### config.mk
export PLATFORM = sky130hd
export DESIGN_NAME = eight_bit_alu_with_flags_unit
export DESIGN_NICKNAME = d
export VERILOG_FILES = /design/src/hw/rtl/ealu_pkg.sv /design/src/hw/rtl/eight_bit_alu_with_flags_unit.sv /design/src/hw/rtl/ealu_in_stage.sv /design/src/hw/rtl/ealu_exec.sv /design/src/hw/rtl/ealu_out_stage.sv
export SDC_FILE = /design/constraint.sdc
export NUM_CORES = 1
export LEC_CHECK = 0
export BUFFER_PORTS_ARGS = -buffer_cell sky130_fd_sc_hd__buf_2
export CORE_ASPECT_RATIO = 1.4
export CORE_MARGIN = 5
export CORE_UTILIZATION = 54
export CTS_CLUSTER_SIZE = 10
export DETAILED_ROUTE_END_ITERATION = 6
export PLACE_DENSITY = 0.77
export RECOVER_POWER = 25
export SLEW_MARGIN = 20
export SYNTH_ARGS = -nofsm -noshare
export SYNTH_HDL_FRONTEND = slang
export SYNTH_SLANG_ARGS = --single-unit
### constraint.sdc
create_clock -name clk -period 3.85 [get_ports clk]
set_clock_uncertainty 0.1 [all_clocks]
set_input_delay 0.385 -clock clk [delete_from_list [all_inputs] [get_ports clk]]
set_output_delay 0.385 -clock clk [all_outputs]
set_load 0.05 [all_outputs]
### src/hw/rtl/ealu_pkg.sv
// ----------------------------------------------------------------------------
// ealu_pkg
// Shared types and constants for the 8-bit ALU with flags: operation codes,
// the flag set, the request and the result records.
// ----------------------------------------------------------------------------
package ealu_pkg;

  // Operation codes carried in the kind field.
  typedef enum logic [4:0] {
    OP_ADD   = 5'd0,
    OP_ADC   = 5'd1,
    OP_SUB   = 5'd2,
    OP_SBC   = 5'd3,
    OP_AND   = 5'd4,
    OP_OR    = 5'd5,
    OP_XOR   = 5'd6,
    OP_CP    = 5'd7,
    OP_INC   = 5'd8,
    OP_DEC   = 5'd9,
    OP_ADD16 = 5'd10,
    OP_ADDSP = 5'd11,
    OP_INC16 = 5'd12,
    OP_DEC16 = 5'd13,
    OP_DAA   = 5'd14,
    OP_CCF   = 5'd15,
    OP_SCF   = 5'd16,
    OP_CPL   = 5'd17
  } op_t;

  // Decimal adjust steps and limits.
  localparam logic [7:0] DaaLowAdj  = 8'h06;
  localparam logic [7:0] DaaHighAdj = 8'h60;
  localparam logic [3:0] DaaLowMax  = 4'h9;
  localparam logic [7:0] DaaHighMax = 8'h99;

  // Stream widths.
  localparam int InDataW  = 48;
  localparam int InUserW  = 5;
  localparam int OutDataW = 24;

  typedef struct packed {
    logic zero;
    logic subtract;
    logic half;
    logic carry;
  } flags_t;

  typedef struct packed {
    op_t         kind;
    logic [7:0]  acc_value;
    logic [7:0]  operand_byte;
    logic [15:0] wide_dest;
    logic [15:0] wide_operand;
  } req_t;

  typedef struct packed {
    logic [15:0] result;
    flags_t      flags;
  } res_t;

endpackage

### src/hw/rtl/eight_bit_alu_with_flags_unit.sv
// ----------------------------------------------------------------------------
// eight_bit_alu_with_flags_unit
// 8-bit ALU with zero, subtract, half-carry and carry flags, including the
// 16-bit adds, stack pointer offset and decimal adjust.
//
//   Channel  Direction  tdata                                 tuser
//   s_*      in         acc, operand, wide_dest, wide_operand kind
//   m_*      out        result, zero, subtract, half, carry   -
//
// One request per cycle unless the master stalls: each request waits in the
// input register, then the execute logic writes the result register and the
// flag register together, so the next request already sees the updated flags.
// Reset clears both valid bits and all four flags. A stalled master holds
// the result; the input register keeps accepting until it holds one request.
// ----------------------------------------------------------------------------
module eight_bit_alu_with_flags_unit (
  input  logic                            clk,
  input  logic                            rst,
  input  logic                            s_tvalid,
  output logic                            s_tready,
  // acc_value [7:0], operand_byte [15:8], wide_dest [31:16], wide_operand [47:32]
  input  logic [ealu_pkg::InDataW-1:0]    s_tdata,
  // kind [4:0]
  input  logic [ealu_pkg::InUserW-1:0]    s_tuser,
  output logic                            m_tvalid,
  input  logic                            m_tready,
  // result [15:0], zero_out [16], subtract_out [17], half_out [18],
  // carry_out [19], zero fill [23:20]
  output logic [ealu_pkg::OutDataW-1:0]   m_tdata
);

  ealu_pkg::req_t   req;
  ealu_pkg::res_t   res;
  ealu_pkg::flags_t flags;
  logic             req_valid;
  logic             advance;

  ealu_in_stage u_in (
    .clk      (clk),
    .rst      (rst),
    .s_tvalid (s_tvalid),
    .s_tready (s_tready),
    .s_tdata  (s_tdata),
    .s_tuser  (s_tuser),
    .advance  (advance),
    .valid    (req_valid),
    .req      (req)
  );

  ealu_exec u_exec (
    .req   (req),
    .flags (flags),
    .res   (res)
  );

  ealu_out_stage u_out (
    .clk      (clk),
    .rst      (rst),
    .in_valid (req_valid),
    .res      (res),
    .advance  (advance),
    .flags    (flags),
    .m_tvalid (m_tvalid),
    .m_tready (m_tready),
    .m_tdata  (m_tdata)
  );

endmodule

### src/hw/rtl/ealu_in_stage.sv
// ----------------------------------------------------------------------------
// ealu_in_stage
// Input register: captures one request from the slave stream and holds it
// until the execute step moves it into the result register.
// ----------------------------------------------------------------------------
module ealu_in_stage (
  input  logic                           clk,
  input  logic                           rst,
  input  logic                           s_tvalid,
  output logic                           s_tready,
  // acc_value [7:0], operand_byte [15:8], wide_dest [31:16], wide_operand [47:32]
  input  logic [ealu_pkg::InDataW-1:0]   s_tdata,
  // kind [4:0]
  input  logic [ealu_pkg::InUserW-1:0]   s_tuser,
  input  logic                           advance,
  output logic                           valid,
  output ealu_pkg::req_t                 req
);

  logic valid_next;

  // The slot is free when empty or when its request leaves this cycle.
  assign s_tready = !valid || advance;

  always_comb begin
    valid_next = valid;
    if (s_tready) begin
      valid_next = s_tvalid;
    end
  end

  always_ff @(posedge clk) begin
    if (rst) begin
      valid <= 1'b0;
    end else begin
      valid <= valid_next;
    end
  end

  // Payload register needs no reset.
  always_ff @(posedge clk) begin
    if (s_tvalid && s_tready) begin
      req.kind         <= ealu_pkg::op_t'(s_tuser);
      req.acc_value    <= s_tdata[7:0];
      req.operand_byte <= s_tdata[15:8];
      req.wide_dest    <= s_tdata[31:16];
      req.wide_operand <= s_tdata[47:32];
    end
  end

endmodule

### src/hw/rtl/ealu_exec.sv
// ----------------------------------------------------------------------------
// ealu_exec
// Execute logic: computes the result and the new flags of one request from
// its operands and the current flags.
// ----------------------------------------------------------------------------
module ealu_exec (
  input  ealu_pkg::req_t   req,
  input  ealu_pkg::flags_t flags,
  output ealu_pkg::res_t   res
);

  logic [7:0]  a;
  logic [7:0]  b;
  logic        cin;
  logic [8:0]  add9;
  logic [4:0]  add_low;
  logic [8:0]  sub9;
  logic [4:0]  sub_low;
  logic [16:0] add17;
  logic [12:0] add_low13;
  logic [15:0] sp_sum;
  logic [8:0]  sp_low9;
  logic [4:0]  sp_low5;
  logic        daa_lo;
  logic        daa_hi;
  logic [7:0]  daa_adj;
  logic [7:0]  daa_res;
  logic [7:0]  r8;
  logic        use_r8;

  assign a = req.acc_value;
  assign b = req.operand_byte;

  // The carry flag enters only the with-carry forms.
  assign cin = ((req.kind == ealu_pkg::OP_ADC) || (req.kind == ealu_pkg::OP_SBC))
               ? flags.carry : 1'b0;

  // Shared byte adder and subtractor with nibble carries.
  assign add9    = {1'b0, a} + {1'b0, b} + {8'd0, cin};
  assign add_low = {1'b0, a[3:0]} + {1'b0, b[3:0]} + {4'd0, cin};
  assign sub9    = {1'b0, a} - {1'b0, b} - {8'd0, cin};
  assign sub_low = {1'b0, a[3:0]} - {1'b0, b[3:0]} - {4'd0, cin};

  // Word add and stack pointer offset.
  assign add17     = {1'b0, req.wide_dest} + {1'b0, req.wide_operand};
  assign add_low13 = {1'b0, req.wide_dest[11:0]} + {1'b0, req.wide_operand[11:0]};
  assign sp_sum    = req.wide_dest + {{8{b[7]}}, b};
  assign sp_low9   = {1'b0, req.wide_dest[7:0]} + {1'b0, b};
  assign sp_low5   = {1'b0, req.wide_dest[3:0]} + {1'b0, b[3:0]};

  // Decimal adjust: after a subtraction only the flags choose the steps.
  always_comb begin
    if (flags.subtract) begin
      daa_lo = flags.half;
      daa_hi = flags.carry;
    end else begin
      daa_lo = flags.half || (a[3:0] > ealu_pkg::DaaLowMax);
      daa_hi = flags.carry || (a > ealu_pkg::DaaHighMax);
    end
    daa_adj = (daa_lo ? ealu_pkg::DaaLowAdj : 8'h00) |
              (daa_hi ? ealu_pkg::DaaHighAdj : 8'h00);
    daa_res = flags.subtract ? (a - daa_adj) : (a + daa_adj);
  end

  // Operation select.
  always_comb begin
    res.flags  = flags;
    r8         = 8'h00;
    use_r8     = 1'b1;
    res.result = 16'h0000;
    case (req.kind)
      ealu_pkg::OP_ADD, ealu_pkg::OP_ADC: begin
        r8                = add9[7:0];
        res.flags.zero     = (r8 == 8'h00);
        res.flags.subtract = 1'b0;
        res.flags.half     = add_low[4];
        res.flags.carry    = add9[8];
      end
      ealu_pkg::OP_SUB, ealu_pkg::OP_SBC, ealu_pkg::OP_CP: begin
        r8                = (req.kind == ealu_pkg::OP_CP) ? a : sub9[7:0];
        res.flags.zero     = (sub9[7:0] == 8'h00);
        res.flags.subtract = 1'b1;
        res.flags.half     = sub_low[4];
        res.flags.carry    = sub9[8];
      end
      ealu_pkg::OP_AND, ealu_pkg::OP_OR, ealu_pkg::OP_XOR: begin
        if (req.kind == ealu_pkg::OP_AND) begin
          r8 = a & b;
        end else if (req.kind == ealu_pkg::OP_OR) begin
          r8 = a | b;
        end else begin
          r8 = a ^ b;
        end
        res.flags.zero     = (r8 == 8'h00);
        res.flags.subtract = 1'b0;
        res.flags.half     = (req.kind == ealu_pkg::OP_AND);
        res.flags.carry    = 1'b0;
      end
      ealu_pkg::OP_INC: begin
        r8                = a + 8'd1;
        res.flags.zero     = (r8 == 8'h00);
        res.flags.subtract = 1'b0;
        res.flags.half     = (a[3:0] == 4'hF);
      end
      ealu_pkg::OP_DEC: begin
        r8                = a - 8'd1;
        res.flags.zero     = (r8 == 8'h00);
        res.flags.subtract = 1'b1;
        res.flags.half     = (a[3:0] == 4'h0);
      end
      ealu_pkg::OP_ADD16: begin
        use_r8             = 1'b0;
        res.result         = add17[15:0];
        res.flags.subtract = 1'b0;
        res.flags.half     = add_low13[12];
        res.flags.carry    = add17[16];
      end
      ealu_pkg::OP_ADDSP: begin
        use_r8             = 1'b0;
        res.result         = sp_sum;
        res.flags.zero     = 1'b0;
        res.flags.subtract = 1'b0;
        res.flags.half     = sp_low5[4];
        res.flags.carry    = sp_low9[8];
      end
      ealu_pkg::OP_INC16: begin
        use_r8     = 1'b0;
        res.result = req.wide_dest + 16'd1;
      end
      ealu_pkg::OP_DEC16: begin
        use_r8     = 1'b0;
        res.result = req.wide_dest - 16'd1;
      end
      ealu_pkg::OP_DAA: begin
        r8             = daa_res;
        res.flags.zero = (r8 == 8'h00);
        res.flags.half = 1'b0;
        if (!flags.subtract) begin
          res.flags.carry = daa_hi;
        end
      end
      ealu_pkg::OP_CCF, ealu_pkg::OP_SCF: begin
        res.flags.subtract = 1'b0;
        res.flags.half     = 1'b0;
        res.flags.carry    = (req.kind == ealu_pkg::OP_SCF) || !flags.carry;
        r8                 = {7'd0, res.flags.carry};
      end
      ealu_pkg::OP_CPL: begin
        r8                 = ~a;
        res.flags.subtract = 1'b1;
        res.flags.half     = 1'b1;
      end
      default: begin
        // Unused codes leave the flags alone and return zero.
        r8 = 8'h00;
      end
    endcase
    if (use_r8) begin
      res.result = {8'h00, r8};
    end
  end

endmodule

### src/hw/rtl/ealu_out_stage.sv
// ----------------------------------------------------------------------------
// ealu_out_stage
// Result register and flag register: takes each executed request, updates
// the flags and presents the result on the master stream.
// ----------------------------------------------------------------------------
module ealu_out_stage (
  input  logic                            clk,
  input  logic                            rst,
  input  logic                            in_valid,
  input  ealu_pkg::res_t                  res,
  output logic                            advance,
  output ealu_pkg::flags_t                flags,
  output logic                            m_tvalid,
  input  logic                            m_tready,
  // result [15:0], zero_out [16], subtract_out [17], half_out [18],
  // carry_out [19], zero fill [23:20]
  output logic [ealu_pkg::OutDataW-1:0]   m_tdata
);

  ealu_pkg::res_t out_reg;
  logic           m_tvalid_next;

  // A request moves on when the result slot is empty or being emptied.
  assign advance = in_valid && (!m_tvalid || m_tready);

  always_comb begin
    m_tvalid_next = m_tvalid;
    if (!m_tvalid || m_tready) begin
      m_tvalid_next = in_valid;
    end
  end

  // Flags and handshake state.
  always_ff @(posedge clk) begin
    if (rst) begin
      m_tvalid <= 1'b0;
      flags    <= '0;
    end else begin
      m_tvalid <= m_tvalid_next;
      if (advance) begin
        flags <= res.flags;
      end
    end
  end

  // Result payload.
  always_ff @(posedge clk) begin
    if (advance) begin
      out_reg <= res;
    end
  end

  assign m_tdata = {4'h0, out_reg.flags.carry, out_reg.flags.half,
                    out_reg.flags.subtract, out_reg.flags.zero, out_reg.result};

endmodule
==> metrics.cfg, run 1 <==
[clock_tree]
tritoncts = yes
clock-sinks = 79
cts-root-buf = clkbuf_16
cts_max_level = 3
ctsHoldBuffers = 0
clk-insertion-delay-late_ns = 0.34
clk_path_buf_depth = 2
path_clk_slew_ns = 0.07
numCtsBuffers = 9

[global_routing]
grt_max_degree = 48
antenna_found_initial = 0
grt_util_met1_pct = 34.1
grt.total_usage_pct = 30.3
grt_pass1_vias = 6380
use_met3_pct = 4.15
met2_usage_pct = 54.5
grt-busiest-layer = met2
grt_first_pass_wirelength_um = 35200
gr-total-overflow = 0

[sta]
max_slew_margin_pct = 28.4
min_period_over_period_pct = 96.7
final.setup.tns_ns = 0
fmax_ghz = 0.268
hold_viol_final = 0
rsz0062_at_grt = no
finalMaxSlewViolations = 0
tightest_slew_ns = 1.07
min_period_ns = 3.72
whs_ns = 0.110
setup_viol = 0

[synth]
synth_cell_types = 83
synth_mux_area_share_pct = 1.88
ys.flop_type = edfxtp_1
synth_area_per_cell_sq_um = 9.42
yosys_warnings = 0
synth_top_family_by_area = compound AO/OA/AOI/OAI gates
synth_cells = 742
synth_xor_area_share_pct = 7.14
synthSimpleGateAreaFrac_pct = 16.5
synth_compound_area_share_pct = 20.2
synth_adder_area_share_pct = 16.8
ys_ff_latch = 79
synth-edff-count = 73
seq_area_frac_synth_pct = 33.1
syn_area_sq_um = 6990
async_flop_share_pct = 0

[placement]
dp.final_hpwl_um = 18400
gp_routability_congestion = 1.02
io_buffers = 78
dpl_cell_area_sq_um = 7720
dp_cells = 985

[worst_setup_path]
crit_path_max_fanout = 2
endpoint_kind = flip-flop
r2r_slack_ns = 0.13
crit_type = flip-flop to flip-flop
ff2ff_path_depth = 11
required_ns = 3.93
worstSetupEndpoint = u_out.m_tdata[16]$_DFFE_PP_
r2r_end = u_out.m_tdata[16]$_DFFE_PP_
cp-startpoint = u_in.req[50]$_DFFE_PP_
worst_ep_arrival_time_ns = 3.80
cp-start-kind = flip-flop
r2r_start = u_in.req[50]$_DFFE_PP_

[drt]
ant_nets = 0
drt_pass1_iterations = 5
viasPerCell = 6.48
drt_iter0_drc = 495
drt_drc_violations_left = 0
routed-via-count = 6501
wl_per_cell_um = 23.1
drt-total-wl_um = 23100

[final_layout]
insertedDiodeCount = 0
area_growth_pct = 16.2
final_cell_mix = ha_1 (84), buf_2 (78), edfxtp_1 (73), a21oi_1 (60), nor2_1 (53)
final_area_sq_um = 8120
finish.net_count = 992
post_layout_nonfiller_instances = 1003
final_common_cell = ha_1
fill_cells = 1093
drive_gt1_share_pct = 20.0

[power_and_ir_drop]
leakage_nw = 3.40
sw_frac_of_total_pct = 35.4
netSwitchingPower_mw = 1.03
seqPwrFrac_pct = 35.6
cellPowerDensity_nw_per_um2 = 359
power.total_mw = 2.92
max-vdd-ir-drop_v = 0.000287
pwr-share-comb_pct = 33.4
internal_power_mw = 1.88
clkPwrFrac_pct = 31.1

[floorplanning]
dieHeight_um = 145
start_util_pct = 54.8
die_area_sq_um = 15300
boundaryPins = 83
die_x_um = 106
core_area_sq_um = 12800
core.rowCount = 49

[status]
status = completed

[min_path]
min_path_type = primary input to flip-flop

[run]
cap_violations = 0

[per-layer routing]
metal / routed length [um] / up-vias
met5: 0 / -
met4: 1420 / 0
met3: 1350 / 87
met2: 11700 / 340
met1: 8610 / 3096
li1: - / 2978
[per-stage QoR]
stage          utilization (%)  worst slack (ns)
5_1_grt                   63.7            0.0261
6_report                  63.7             0.126
3_3_place_gp              60.6            0.0628
3_5_place_dp              60.6            0.0137
2_1_floorplan                -            0.0186
4_1_cts                   63.0            0.0362
[power by group through the flow]
stage / registers [mW] / clock network, mW / logic (mW)
after detailed placement: 1.06 / 0 / 0.931
after global placement: 1.05 / 0 / 0.902
after global routing: 1.04 / 0.947 / 1.05
final: 1.04 / 0.906 / 0.973
after CTS: 1.04 / 0.908 / 0.937
after floorplan: 1.10 / 0 / 0.607
[how the worst min path moves through the flow]
stage	start	to	cells after the start	slack, ns
6_report	s_tdata[24]	u_in.req[24]$_DFFE_PP_	1	0.11
5_1_grt	s_tdata[24]	u_in.req[24]$_DFFE_PP_	1	0.10
4_1_cts	s_tdata[35]	u_in.req[3]$_DFFE_PP_	1	0.11
3_5_place_dp	u_in.valid$_SDFFE_PP0N_	u_out.m_tvalid$_SDFFE_PP0P_	2	0.42
3_3_place_gp	u_in.valid$_SDFFE_PP0N_	u_out.m_tvalid$_SDFFE_PP0P_	2	0.39
2_1_floorplan	rst	u_out.flags[3]$_SDFFE_PP0P_	1	0.35
[cells by family (layout without fill, tap and decap cells)]
kind of cell | Yosys count | count (layout)
mux | 13 | 13
xor+xnor | 57 | 57
buf+inv | 70 | 175
compound gates | 211 | 211
simple gates | 221 | 221
fa+ha+maj | 90 | 90
flops | 79 | 79
other cells | 1 | 4
[cell type report]
cell class                 instances  area (sq um)  share of cell area (%)
multi-input combinational        596          4450                    54.8
sequential                        79          2310                    28.5
timing repair buffer             120           718                    8.84
clock buffer                       9           225                    2.77
tap                              153           191                    2.36
inverter                          39           146                    1.80
clock inverter                     7          77.6                   0.955
[sequential cells by signal, indices dropped and copies added, names as in the netlist]
name / count
u_in.valid: 1
u_out.flags: 4
u_out.m_tvalid: 1
u_in.req: 53
u_out.m_tdata: 20
[worst max-delay path: stages (launching register included)]
cell	delay, ns
edfxtp_1	0.38
nand2b_1	0.20
or4b_4	0.54
fa_1	0.44
fa_2	0.38
o21ai_2	0.16
and2b_1	0.19
xnor2_1	0.10
or4_1	0.52
nor4_2	0.30
a211oi_2	0.08
a21oi_1	0.18
[timing repair]
action / CTS / global route
pin swaps: 0 / 0
buffers inserted: 0 / 1
gates resized for setup: 1 / 14
setup endpoints to repair: 1 / 9
[synthesized netlist by cell type, types with 4 or more instances]
master	number	area share [%]
o21ai_1	10	0.72
buf_4	5	0.54
o22ai_1	15	1.3
nand3_1	20	1.4
a21oi_1	61	4.4
mux2i_1	12	1.7
edfxtp_1	73	31
o221ai_1	6	0.75
nor3_1	27	1.9
o211ai_1	6	0.64
a221o_1	4	0.57
nor4_1	7	0.63
inv_1	39	2.1
clkbuf_1	15	0.81
nand2_1	47	2.5
o21a_1	5	0.54
o21ai_0	25	1.8
a211oi_1	7	0.75
buf_2	9	0.64
xor2_1	21	2.6
xnor2_1	36	4.5
nand4_1	5	0.45
fa_1	6	1.7
a21o_1	16	1.7
ha_1	84	15
nor2_1	53	2.8
and3_1	7	0.63
o21bai_1	5	0.54
nor2b_1	11	0.98
or3_1	7	0.63
nand3b_1	4	0.43
dfxtp_1	6	1.7
a31oi_1	9	0.81
nand2b_1	11	0.98
(Power assumes the default switching activity.)
==> inputs of run 2 (changes only) <==
Settings changed: CORE_UTILIZATION 54 to 55, CTS_BUF_LIST set to sky130_fd_sc_hd__clkbuf_8, PLACE_DENSITY 0.77 to 0.78.
==> run 2 against run 1 <==
  * Sequential share of layout area up 0.45 points
  * Via count hardly changed
  * Sequential cell count stayed put
  * Critical path depth is the same
  * Final area down 1.6%
  * Clock power fell by 31%
  * Largest cell class unchanged
  * Highest routed layer unchanged
==> metrics.cfg, run 2 (synthesized netlist as in run 1, its figures left out) <==
[sta]
final.setup.tns_ns = 0
min_period_ns = 3.67
rsz0062_at_grt = no
setup_viol = 0
hold_viol_final = 0
min_period_over_period_pct = 95.4
max_slew_margin_pct = 47.0
whs_ns = 0.0928
tightest_slew_ns = 0.789
fmax_ghz = 0.272
finalMaxSlewViolations = 0

[final_layout]
largest_register = u_in.req
largest_reg_flops = 53
final_area_sq_um = 8000
finish.utilization_pct = 64.6
insertedDiodeCount = 0
finish.net_count = 998
area_growth_pct = 14.4
final_cell_mix = ha_1 (84), buf_2 (78), edfxtp_1 (73), a21oi_1 (61), nor2_1 (53)
drive_gt1_share_pct = 19.5
final_common_cell = ha_1

[floorplanning]
dieHeight_um = 143
core.rowCount = 48
start_util_pct = 56.5
core_area_sq_um = 12400
die_x_um = 105
boundaryPins = 83
die_area_sq_um = 15100

[worst_setup_path]
cp-start-kind = flip-flop
r2r_start = u_in.req[50]$_DFFE_PP_
endpoint_kind = flip-flop
worst_ep_arrival_time_ns = 3.86
cp-startpoint = u_in.req[50]$_DFFE_PP_
r2r_slack_ns = 0.18
required_ns = 4.04
crit_path_max_fanout = 3
crit_type = flip-flop to flip-flop

[power_and_ir_drop]
power.total_mw = 2.63
cellPowerDensity_nw_per_um2 = 329
sw_frac_of_total_pct = 36.6
clkPwrFrac_pct = 23.7
leakage_nw = 3.36
netSwitchingPower_mw = 0.961
pwr-share-comb_pct = 36.8
seqPwrFrac_pct = 39.5
internal_power_mw = 1.67
max-vdd-ir-drop_v = 0.000203

[clock_tree]
cts_max_level = 3
numCtsBuffers = 9
path_clk_slew_ns = 0.09
clk-insertion-delay-late_ns = 0.37
clk_path_buf_depth = 2
clock-sinks = 79
tritoncts = yes
cts-root-buf = clkbuf_8

[global_routing]
grt.total_usage_pct = 30.5
antenna_found_initial = 0
gr-total-overflow = 0
grt_max_degree = 39
grt_pass1_vias = 6586
grt_first_pass_wirelength_um = 35500

[min_path]
min_path_type = primary input to flip-flop
min_from = s_tdata[1]

[drt]
drt_iter0_drc = 496
ant_nets = 0
drt-total-wl_um = 23400
routed-via-count = 6504
wl_per_cell_um = 23.3
drt_pass1_iterations = 5
viasPerCell = 6.47
drt_drc_violations_left = 0

[placement]
gp_routability_congestion = 1.03
io_buffers = 78
dpl_cell_area_sq_um = 7780
dp.final_hpwl_um = 18700

[run]
cap_violations = 0

[status]
status = completed

-- run 2: timing repair --
action	in CTS	in global routing
gates resized for setup	0	7
hold buffers	0	0
setup endpoints to repair	0	5
buffers inserted	0	0
-- run 2: area by class of cell --
cell class	count	area, sq um
flip-flops and latches	79	2310
fillers	1059	4380
multi-input cells	596	4410
inverters	39	146
clock inverters	6	62.6
well taps	150	188
clock buffers	9	124
repair buffers	126	751
-- run 2: power groups by stage --
stage                     sequential (mW)  combinational, mW  clock [mW]
final                                1.04              0.967       0.624
after global routing                 1.04               1.04       0.679
after CTS                            1.04              0.942       0.631
after detailed placement             1.06              0.936           0
after global placement               1.05              0.910           0
after floorplan                      1.10              0.607           0
-- run 2: final timing paths --
kind | to | cells after the start
worst max-delay path | u_out.flags[3]$_SDFFE_PP0P_ | 11
worst min-delay path | u_in.req[41]$_DFFE_PP_ | 1
worst max register to register | u_out.flags[3]$_SDFFE_PP0P_ | 11
worst min register to register | u_out.m_tvalid$_SDFFE_PP0P_ | 2
-- run 2: critical path, cell delays in order, from the launching register on --
cell and delay, ns:
edfxtp_1 0.41, nand2b_1 0.19, or4b_1 0.55, fa_2 0.39
fa_2 0.37, o21ai_2 0.17, and2b_1 0.19, xnor2_1 0.09
or4_1 0.51, nor4_2 0.30, a211oi_2 0.07, a311oi_2 0.24
-- run 2: per-stage QoR --
| step | cells | worst slack, ns |
|---|---|---|
| floorplan | 745 | 0.0186 |
| global placement | 990 | 0.138 |
| detailed placement | 990 | 0.0461 |
| CTS | 1005 | 0.0352 |
| global route | 1005 | 0.00458 |
| finish | 1005 | 0.176 |
-- run 2: layer usage --
| metal | share of wire (%) | wire length, um | track usage [%] |
|---|---|---|---|
| met5 | 0 | 0 | 0 |
| met4 | 6.6 | 1540 | 18.5 |
| met3 | 6.6 | 1530 | 4.99 |
| met2 | 51 | 12000 | 54.8 |
| met1 | 36 | 8330 | 33.5 |
